### src/rtl/metr_pkg.sv
// shared types and constants for the manchester edge timing receiver
// no dependencies
package metr_pkg;

  localparam int STATUS_W = 3;
  localparam int BP_W     = 15;
  localparam int TO_W     = 16;
  localparam int THR_W    = 16;
  localparam int BYTE_W   = 8;
  localparam int FRAME_W  = 16;
  localparam int CFG_W    = 16;
  localparam int ADDR_W   = 2;

  // result codes
  localparam logic [STATUS_W-1:0] ST_BUSY    = 3'd0;
  localparam logic [STATUS_W-1:0] ST_OK      = 3'd1;
  localparam logic [STATUS_W-1:0] ST_LONG    = 3'd2;
  localparam logic [STATUS_W-1:0] ST_BAD     = 3'd3;
  localparam logic [STATUS_W-1:0] ST_TIMEOUT = 3'd4;

  // register indexes
  localparam logic [ADDR_W-1:0] REG_BIT_PERIOD = 2'd0;
  localparam logic [ADDR_W-1:0] REG_TIMEOUT    = 2'd1;
  localparam logic [ADDR_W-1:0] REG_INVERT     = 2'd2;

  // input kinds
  localparam logic KIND_TICK = 1'b0;
  localparam logic KIND_ARM  = 1'b1;

  localparam logic [BP_W-1:0]  BIT_PERIOD_RST = 15'd1000;
  localparam logic [TO_W-1:0]  TIMEOUT_RST    = 16'd2000;
  localparam logic [THR_W-1:0] LO_RST         = 16'd333;
  localparam logic [THR_W-1:0] MID_RST        = 16'd666;
  localparam logic [THR_W-1:0] HI_RST         = 16'd1333;

  localparam int FIRST_BYTE_AT = 9;

  // x / 3 for x below 2**17 as (x * ceil(2**18 / 3)) >> 18
  localparam int          DIV_IN_W  = 17;
  localparam int          RECIP_SH  = 18;
  localparam int          PROD_W    = 35;
  localparam logic [17:0] RECIP3    = 18'd87382;

  typedef struct packed {
    logic [THR_W-1:0] lo;
    logic [THR_W-1:0] mid;
    logic [THR_W-1:0] hi;
  } thr_t;

  function automatic logic [THR_W-1:0] div3(input logic [DIV_IN_W-1:0] x);
    logic [PROD_W-1:0] prod;
    prod = PROD_W'(x) * PROD_W'(RECIP3);
    return prod[RECIP_SH +: THR_W];
  endfunction

  function automatic thr_t thresholds(input logic [BP_W-1:0] p);
    thr_t t;
    t.lo  = div3(DIV_IN_W'(p));
    t.mid = div3({1'b0, p, 1'b0});
    t.hi  = div3({p, 2'b00});
    return t;
  endfunction

endpackage

### src/rtl/manchester_edge_timing_receiver_unit.sv
// manchester edge timing receiver, top level
// depends on metr_pkg
//
// usage
//   input stream: one word per tick; in_tuser is the kind (0 line sample,
//   1 arm and clear status), in_tdata[0] is the sampled line level
//   result stream: one word for every input word, carrying status,
//   receiving flag and the received frame (zero unless status is frame ok)
//   config port: cfg_we writes cfg_wdata into the register at cfg_addr
//   (0 bit period, 1 timeout ticks, 2 line invert); the edge windows are
//   derived from the bit period in the write cycle
// timing
//   the result word is registered on acceptance and shown in the cycle after
//   it; one word is accepted every cycle while the result side takes words,
//   set by the single state update stage feeding the result register
// reset
//   rst_n low clears all receive state, loads register defaults (bit period
//   1000, timeout 2000, no invert) and empties the result register
// stall
//   when out_tready is low the result word holds and in_tready drops until
//   the word is taken
module manchester_edge_timing_receiver_unit
  import metr_pkg::*;
#(
  parameter int FRAME_BITS  = 16,
  parameter int COUNT_WIDTH = 16
) (
  input  logic                clk,
  input  logic                rst_n,
  input  logic                in_tvalid,
  output logic                in_tready,
  input  logic [7:0]          in_tdata,   // line
  input  logic                in_tuser,   // kind
  output logic                out_tvalid,
  input  logic                out_tready,
  output logic [23:0]         out_tdata,  // status[2:0], receiving, frame_data
  input  logic                cfg_we,
  input  logic [ADDR_W-1:0]   cfg_addr,
  input  logic [CFG_W-1:0]    cfg_wdata
);

  localparam int BC_W  = $clog2((FRAME_BITS > 8 ? FRAME_BITS : 8) + 2);
  localparam int CMP_W = COUNT_WIDTH > THR_W ? COUNT_WIDTH : THR_W;
  localparam logic [COUNT_WIDTH-1:0] COUNT_MAX = '1;

  logic [TO_W-1:0]        timeout_r;
  logic                   invert_r;
  thr_t                   thr_r;

  logic [COUNT_WIDTH-1:0] gap_r, gap_nxt, gap_inc;
  logic                   counting_r, counting_nxt;
  logic                   armed_r, armed_nxt;
  logic [BC_W-1:0]        bit_count_r, bit_count_nxt;
  logic                   expect_full_r, expect_full_nxt;
  logic [BYTE_W-1:0]      shift_r, shift_nxt;
  logic [BYTE_W-1:0]      first_r, first_nxt;
  logic                   last_line_r, last_line_nxt;
  logic [STATUS_W-1:0]    code_r, code_nxt;

  logic                   out_valid_r;
  logic [23:0]            out_data_r;

  logic                   accept;
  logic                   level;
  logic                   edge_seen;
  logic                   take;
  logic [CMP_W-1:0]       gap_c, lo_c, mid_c, hi_c, to_c;
  logic [FRAME_W-1:0]     frame;

  assign in_tready  = !out_valid_r || out_tready;
  assign accept     = in_tvalid && in_tready;
  assign out_tvalid = out_valid_r;
  assign out_tdata  = out_data_r;

  // configuration registers
  always_ff @(posedge clk) begin
    if (!rst_n) begin
      timeout_r <= TIMEOUT_RST;
      invert_r  <= 1'b0;
      thr_r     <= '{lo: LO_RST, mid: MID_RST, hi: HI_RST};
    end else if (cfg_we) begin
      unique case (cfg_addr)
        REG_BIT_PERIOD: thr_r     <= thresholds(cfg_wdata[BP_W-1:0]);
        REG_TIMEOUT:    timeout_r <= cfg_wdata[TO_W-1:0];
        REG_INVERT:     invert_r  <= cfg_wdata[0];
        default: ;
      endcase
    end
  end

  assign level     = in_tdata[0] ^ invert_r;
  assign edge_seen = level != last_line_r;
  assign gap_inc   = gap_r + COUNT_WIDTH'(gap_r != COUNT_MAX);
  assign gap_c     = CMP_W'(gap_inc);
  assign lo_c      = CMP_W'(thr_r.lo);
  assign mid_c     = CMP_W'(thr_r.mid);
  assign hi_c      = CMP_W'(thr_r.hi);
  assign to_c      = CMP_W'(timeout_r);

  always_comb begin
    gap_nxt         = gap_r;
    counting_nxt    = counting_r;
    armed_nxt       = armed_r;
    bit_count_nxt   = bit_count_r;
    expect_full_nxt = expect_full_r;
    shift_nxt       = shift_r;
    first_nxt       = first_r;
    last_line_nxt   = level;
    code_nxt        = code_r;
    take            = 1'b0;
    if (in_tuser == KIND_ARM) begin
      armed_nxt       = 1'b1;
      counting_nxt    = 1'b0;
      gap_nxt         = '0;
      bit_count_nxt   = '0;
      expect_full_nxt = 1'b0;
      code_nxt        = ST_BUSY;
    end else if (armed_r) begin
      if (!counting_r) begin
        if (edge_seen && !level) begin
          counting_nxt    = 1'b1;
          gap_nxt         = '0;
          expect_full_nxt = 1'b0;
          bit_count_nxt   = BC_W'(1);
        end
      end else if (edge_seen) begin
        gap_nxt = '0;
        priority if (lo_c < gap_c && gap_c < mid_c) begin
          expect_full_nxt = !expect_full_r;
          take            = !expect_full_r;
        end else if (mid_c < gap_c && gap_c < hi_c) begin
          if (expect_full_r) begin
            take = 1'b1;
          end else begin
            armed_nxt    = 1'b0;
            counting_nxt = 1'b0;
            code_nxt     = ST_LONG;
          end
        end else begin
          armed_nxt    = 1'b0;
          counting_nxt = 1'b0;
          code_nxt     = ST_BAD;
        end
      end else begin
        gap_nxt = gap_inc;
        if (gap_c >= to_c) begin
          armed_nxt    = 1'b0;
          counting_nxt = 1'b0;
          code_nxt     = ST_TIMEOUT;
        end
      end
    end
    if (take) begin
      shift_nxt     = {shift_r[BYTE_W-2:0], level};
      bit_count_nxt = bit_count_r + BC_W'(1);
      if (bit_count_nxt == BC_W'(FIRST_BYTE_AT)) begin
        first_nxt = shift_nxt;
      end
      if (bit_count_nxt == BC_W'(FRAME_BITS + 1)) begin
        armed_nxt    = 1'b0;
        counting_nxt = 1'b0;
        code_nxt     = ST_OK;
      end
    end
  end

  assign frame = (code_nxt == ST_OK) ? {first_nxt, shift_nxt} : '0;

  always_ff @(posedge clk) begin
    if (!rst_n) begin
      gap_r         <= '0;
      counting_r    <= 1'b0;
      armed_r       <= 1'b0;
      bit_count_r   <= '0;
      expect_full_r <= 1'b0;
      shift_r       <= '0;
      first_r       <= '0;
      last_line_r   <= 1'b0;
      code_r        <= ST_BUSY;
      out_valid_r   <= 1'b0;
    end else begin
      if (accept) begin
        gap_r         <= gap_nxt;
        counting_r    <= counting_nxt;
        armed_r       <= armed_nxt;
        bit_count_r   <= bit_count_nxt;
        expect_full_r <= expect_full_nxt;
        shift_r       <= shift_nxt;
        first_r       <= first_nxt;
        last_line_r   <= last_line_nxt;
        code_r        <= code_nxt;
        out_valid_r   <= 1'b1;
      end else if (out_tready) begin
        out_valid_r <= 1'b0;
      end
    end
  end

  always_ff @(posedge clk) begin
    if (accept) begin
      out_data_r <= {4'b0000, frame, armed_nxt, code_nxt};
    end
  end

endmodule

### config.mk
export PLATFORM = sky130hd
export DESIGN_NAME = manchester_edge_timing_receiver_unit
export DESIGN_NICKNAME = d
export VERILOG_FILES = /design/src/rtl/metr_pkg.sv /design/src/rtl/manchester_edge_timing_receiver_unit.sv
export SDC_FILE = /design/constraint.sdc
export NUM_CORES = 1
export LEC_CHECK = 0
export ABC_AREA = 1
export BUFFER_PORTS_ARGS = -buffer_cell sky130_fd_sc_hd__clkbuf_2
export CAP_MARGIN = 40
export CELL_PAD_IN_SITES_DETAIL_PLACEMENT = 1
export CELL_PAD_IN_SITES_GLOBAL_PLACEMENT = 1
export CORE_ASPECT_RATIO = 1.75
export CORE_MARGIN = 2
export CORE_UTILIZATION = 47
export DETAILED_ROUTE_END_ITERATION = 10
export GPL_TIMING_DRIVEN = 0
export PLACE_DENSITY_LB_ADDON = 0.1
export SETUP_SLACK_MARGIN = 0.02
export SYNTH_ARGS = -nofsm -noshare
export SYNTH_HDL_FRONTEND = slang
export SYNTH_SLANG_ARGS = --single-unit
export TNS_END_PERCENT = 10
### constraint.sdc
create_clock -name clk -period 7 [get_ports clk]
set_input_delay 0.7 -clock clk [delete_from_list [all_inputs] [get_ports clk]]
set_output_delay 0.7 -clock clk [all_outputs]
set_load 0.02 [all_outputs]
* After elaboration in Yosys (flattened, before gate mapping)
Cells that the tools add are included.
** Operators by class
- $add $sub $neg :: 2
- Multipliers :: 3
- Order comparisons :: 5
- Equal/unequal tests :: 10
- Mux-type cells :: 52
- Bitwise gates (word level) :: 1
- Reductions and logical operators :: 20
** Operators by type and width (count)
- $mul A15 B16 Y31 const B :: 3
- $mux W16 :: 5
- $mux W3 :: 10
- $mux W1 :: 29
- $mux W5 :: 5
- $mux W8 :: 3
- $add A16 B1 Y16 :: 1
- $ge A16 B16 Y1 :: 1
- $lt A14 B16 Y1 :: 1
- $lt A15 B16 Y1 :: 1
- $lt A16 B15 Y1 :: 1
- $lt A16 B16 Y1 :: 1
- $ne A16 B16 Y1 const B :: 1
- $ne A3 B2 Y1 const B :: 3
- $reduce_bool A3 Y1 :: 3
- $reduce_and A2 Y1 :: 3
- $add A5 B1 Y5 const B :: 1
- $eq A5 B4 Y1 const B :: 1
- $eq A5 B5 Y1 const B :: 1
- $reduce_and A5 Y1 :: 1
- $logic_and A1 B1 Y1 :: 4
- $reduce_and A4 Y1 :: 1
- $reduce_bool A2 Y1 :: 2
- $eq A3 B1 Y1 const B :: 1
- 8 further kinds :: 10
** Storage, ports and cells
- Flip-flop bits (word level) :: 127
- Output and inout bits :: 26
- Logic and storage cells :: 110

* Longest topological paths before layout
- Word-level depth :: 13
- Depth in mapped cells :: 29
- Mapped depth without buffers :: 28

* Least setup slack after synthesis
No wires, ideal clock.
- Path type :: input-to-reg
- Start :: in cfg_wdata[9]
- End :: reg thr_r (netlist bit hi_c[15])
- Library setup time :: 0.086 ns
- Arrival time :: 5.246 ns
- Required time :: 6.914 ns
- Path slack :: 1.668 ns
- Cell stages on the path :: 18
- Path through :: ha_1 -> fa_1 -> fa_1 -> fa_1 -> inv_1 -> fa_1 -> fa_1 -> inv_1 -> ha_1 -> nand2_1 -> inv_1 -> a21oi_1 -> o21ai_0 -> a2111oi_0 -> nand3_1 -> nand2_1 -> nor2_1 -> a211oi_1
** Between the ends
- Cells in the longest elaborated chain, start to end :: 1
** Ends and longest elaborated chain
- from (decl) :: RTL line manchester_edge_timing_receiver_unit.sv:39 : input logic [CFG_W-1:0] cfg_wdata
- $mul A15 B16 Y31 :: RTL line metr_pkg.sv:52 : prod = PROD_W'(x) * PROD_W'(RECIP3);
- to (signal assigned) :: RTL line manchester_edge_timing_receiver_unit.sv:80 : thr_r <= '{lo: LO_RST, mid: MID_RST, hi: HI_RST};
- to (signal assigned) :: RTL line manchester_edge_timing_receiver_unit.sv:83 : REG_BIT_PERIOD: thr_r <= thresholds(cfg_wdata[BP_W-1:0]);
- to (decl) :: RTL line manchester_edge_timing_receiver_unit.sv:48 : thr_t thr_r;
No other way between the ends.
A chain may end at the register's enable or synchronous reset.

* Worst setup path after layout
- Start :: in cfg_wdata[0]
- End :: reg thr_r (netlist bit hi_c[15])
The elaborated chain is that of the path after synthesis.

==> results summary <==
The data required time at the worst endpoint came out at 7.27 ns. With fillers left out, the area of the finished cells amounts to approximately 11000 um^2. The smallest clock period supported by the final layout is computed as 6.030 ns. The tool flagged a number of max-cap violations equal to 0. The number of antenna violations at the first check in global routing came out at 0. Setup repair after global routing left no endpoint under its margin. The flip-flop and latch area is 2162 um^2. The number of gates resized after cts came out at 0. The root buffer cell chosen for the clock tree is sky130_fd_sc_hd__clkbuf_16.

In this run the critical register-to-register path is launched from gap_r[3]. The detailed-route via count came out at a little over 9000. The worst register-to-register path ends at out_tdata[11]. Across the routed clock network, the largest skew measured is 0.006434 ns. The first TritonRoute pass finished after 4 iterations. Detailed placement ended at an HPWL of 28000 um.

The die outline height is 198.2 um. The hold buffer count at cts is 0. The total buffers and inverters traversed by the critical path is 6. Leaving out fill and tap cells, the most frequent cells in the layout are 287 x sky130_fd_sc_hd__inv_1, 223 x sky130_fd_sc_hd__nand2_1, 162 x sky130_fd_sc_hd__ha_1.

The total of endpoints with negative setup slack in the final report is 0. Pin placement for this block handled 58 I/O pins. The insertion delay to the later sink of the worst-skew pair came out at 0.37 ns.

The area of the core came out at 21320 um^2. The sum of negative setup slack is 0 ns. The top-area cell type share of the netlist area came out at 20.01%. In the post-synthesis netlist, the biggest area contributors are sky130_fd_sc_hd__ha_1 20%, sky130_fd_sc_hd__dfxtp_1 15%, sky130_fd_sc_hd__fa_1 12%. The worst slew margin relative to its limit is 47.32%. The ratio of cells with drive above 1 in the final layout is 8.179%. Counting cells, the worst reg-to-reg path comes to 26. On the critical path, the stage with the largest delay is an instance of sky130_fd_sc_hd__fa_1. The number of enable flip-flop cells after synthesis is 20. In the synthesized netlist the async set-or-reset flop fraction comes to 0%. The fmax is ~170 MHz. After detailed routing, the average wire length per cell comes to 19.34 um. The placed standard-cell area is about 11000 um^2. The clock slew at the register clock pins of the worst setup and hold paths came out at 0.07 ns. The count of warnings emitted by yosys is 0.

The worst setup path is captured at a flop. The path class of the tightest hold or removal check is flop to flop. The final net count is 1658. Once the floorplan was initialized, standard cells occupied 47.51% of the core. The mean instance size in the synthesized netlist is 7.559 um^2. The initialized floorplan defines a little over 70 standard-cell rows. The post-synthesis sequential area ratio is 21.34%. The count of buffers from port buffering came out at 46. Entering global routing, the biggest net connects 30 pins. The overall routed net length came out at 32120 um. The worst setup path is of the input port to flop kind.

For the worst setup path, the data arrival time is 6.30 ns. Summed over all instances, the cell type with the most area after synthesis is sky130_fd_sc_hd__ha_1. Yosys mapped the design onto 47 distinct sky130hd cell types. The number of fill cells came out at 2762.

In the synthesized netlist the dominant register cell turns out to be sky130_fd_sc_hd__dfxtp_1. The horizontal die dimension came out at 115.0 um. TritonCTS built the clock tree. In this run, synthesis produced a sequential element count of 98. The path with the worst hold slack has its endpoint at timeout_r[15].

The static leakage power came out at around 5.7 nW. For this block, the initial DRC count from the detailed router was 322. The die covers ~23000 um^2. The number of buffers added for setup after CTS is 0. The routed via count divided by cell count came out at 5.498.

Along the worst path, the maximum fanout reaches 4. The number of clock buffers added by TritonCTS is 9. The period utilization came out at between 80% and 90%. The final weighted congestion in routability-driven placement is 0.9429. The clock tree synthesis step divided the H-tree into 3 levels. The area of the mapped netlist came out at a little over 10000 um^2. The area added between synthesis and finish is 8.424%. The number of antenna diodes in the final layout is 0. The number of cells traversed by the worst hold path came out at 2. For this design the ratio of total power to cell area is 359.0 nW/um^2. The all-layer global routing usage came out at ~29%. The number of placed instances, taps included is 1645.

STA classifies the critical path startpoint as an input port. Broken down by cell family, the worst path's largest delay share belongs to adder cells. The post-detailed-route count of antenna-violating nets is 0. The multi-input logic area is 6741 um^2. The number of cells in the finished layout apart from fillers is roughly 1700. The final max-slew violation count is 0. The setup slack of the worst register-to-register path is 1.53 ns. The pin slew with the least headroom to its limit is 0.7902 ns. Traced cell by cell, the critical path runs through clkbuf_2, ha_1, inv_1, fa_1, fa_1, inv_1, fa_1, inv_1, fa_1, fa_1, inv_1, ha_1, nand2_1, inv_1, a21oi_1, o21ai_0, a2111oi_0, nand3_1, nand2_1, nor2_1, a211oi_1. The maximum buffer depth of the clock tree is 2.

Leaving out fill and tap cells, the most frequent cell in the layout is sky130_fd_sc_hd__inv_1. IR analysis of the VDD net gives a maximum drop of 0.0002857 V. The DRC violations left is 0.

The number of hold-slack violations in the final timing report is 0. The run finished with clean final reports. On the worst path, the slowest cell contributes a delay of 0.62 ns.

The remaining global-route overflow came out at 0. The first-pass GRT wire length is 50160 um. The worst hold slack across all endpoints is ~0.47 ns. The via count of the first global-routing pass is 10000. The clock sink total came out at 98.

The critical hold path startpoint is timeout_r[15]. Synthesis handed over a netlist of 1340 instances.
-- how the worst max path moves through the flow --
stage	from	end	slack, ns	depth (start not counted)
2_1_floorplan	cfg_wdata[9]	hi_c[15]	1.67	18
3_3_place_gp	cfg_wdata[2]	hi_c[15]	0.66	21
3_5_place_dp	cfg_wdata[0]	hi_c[15]	0.60	21
4_1_cts	cfg_wdata[0]	hi_c[15]	0.99	21
5_1_grt	cfg_wdata[2]	hi_c[15]	0.54	21
6_report	cfg_wdata[0]	hi_c[15]	0.97	21
-- metal layers --
layer	track usage (%)	wire, um	vias to the layer above
met5	0	0	-
met4	21.37	2585	0
met3	3.183	584	103
met2	62.05	19410	165
met1	23.18	9538	4412
li1	-	-	4453
-- cell type report --
type	count	share of cell area, %
Buffer	29	1.265
Clock buffer	9	2.051
Clock inverter	7	0.5582
Inverter	293	10.01
Multi-Input combinational cell	923	61.38
Sequential cell	98	19.69
Tap cell	255	2.905
Timing Repair Buffer	47	2.142
-- synth_stat cells, types with 5 or more instances --
master / count
sky130_fd_sc_hd__clkbuf_1: 21
sky130_fd_sc_hd__buf_4: 5
sky130_fd_sc_hd__o21ai_0: 77
sky130_fd_sc_hd__o211ai_1: 17
sky130_fd_sc_hd__nand3_1: 42
sky130_fd_sc_hd__nor3_1: 13
sky130_fd_sc_hd__o21a_1: 6
sky130_fd_sc_hd__nand4_1: 22
sky130_fd_sc_hd__inv_2: 6
sky130_fd_sc_hd__ha_1: 162
sky130_fd_sc_hd__nand2_2: 7
sky130_fd_sc_hd__a21oi_1: 131
sky130_fd_sc_hd__o21ai_1: 9
sky130_fd_sc_hd__xnor2_1: 5
sky130_fd_sc_hd__fa_1: 63
sky130_fd_sc_hd__nor2_1: 69
sky130_fd_sc_hd__inv_1: 287
sky130_fd_sc_hd__nand2_1: 223
sky130_fd_sc_hd__xor2_1: 12
sky130_fd_sc_hd__dfxtp_1: 78
sky130_fd_sc_hd__edfxtp_1: 20
sky130_fd_sc_hd__nor2_2: 17
-- metrics by stage --
stage	power [mW]	util [%]	worst slack, ns
final	3.943	51.51	0.9701
after global routing	4.312	51.51	0.5445
after CTS	3.976	51.51	0.9929
after detailed placement	3.454	50.17	0.5954
after global placement	3.379	50.14	0.6557
after floorplan	2.552	-	1.668
-- worst reg2reg max path, delay by kind of cell (launching register included) --
kind	cells	cell delay (ns)
xor+xnor	1	0.31
flops	1	0.39
compound gates	2	0.79
simple gates	17	2.40
buf+inv	4	0.76
fa+ha+maj	2	0.56
-- registers in the layout, indices dropped and copies added (netlist names) --
register / cells
invert_r: 1
out_tdata: 20
expect_full_r: 1
out_tvalid: 1
shift_r: 8
last_line_r: 1
first_r: 8
hi_c: 16
code_r: 3
counting_r: 1
gap_r: 16
timeout_r: 16
armed_r: 1
bit_count_r: 5
-- kinds of logic after synthesis --
family / count (synthesis) / synth area share [%]
DFF: 98 / 21.34
adders and majority gates: 225 / 32.46
buffers and inverters: 322 / 12.22
xor gates and xnor gates: 17 / 1.470
and+or+nand+nor: 412 / 18.18
AOI/OAI and AO/OA: 265 / 14.29
other: 1 / 0.03702
-- report_power, final --
group          switching, mW  internal [mW]  total (mW)
combinational           1.85          0.959        2.81
clock                  0.253          0.249       0.501
sequential            0.0223          0.610       0.632
Power figures use the tool's default switching activity.
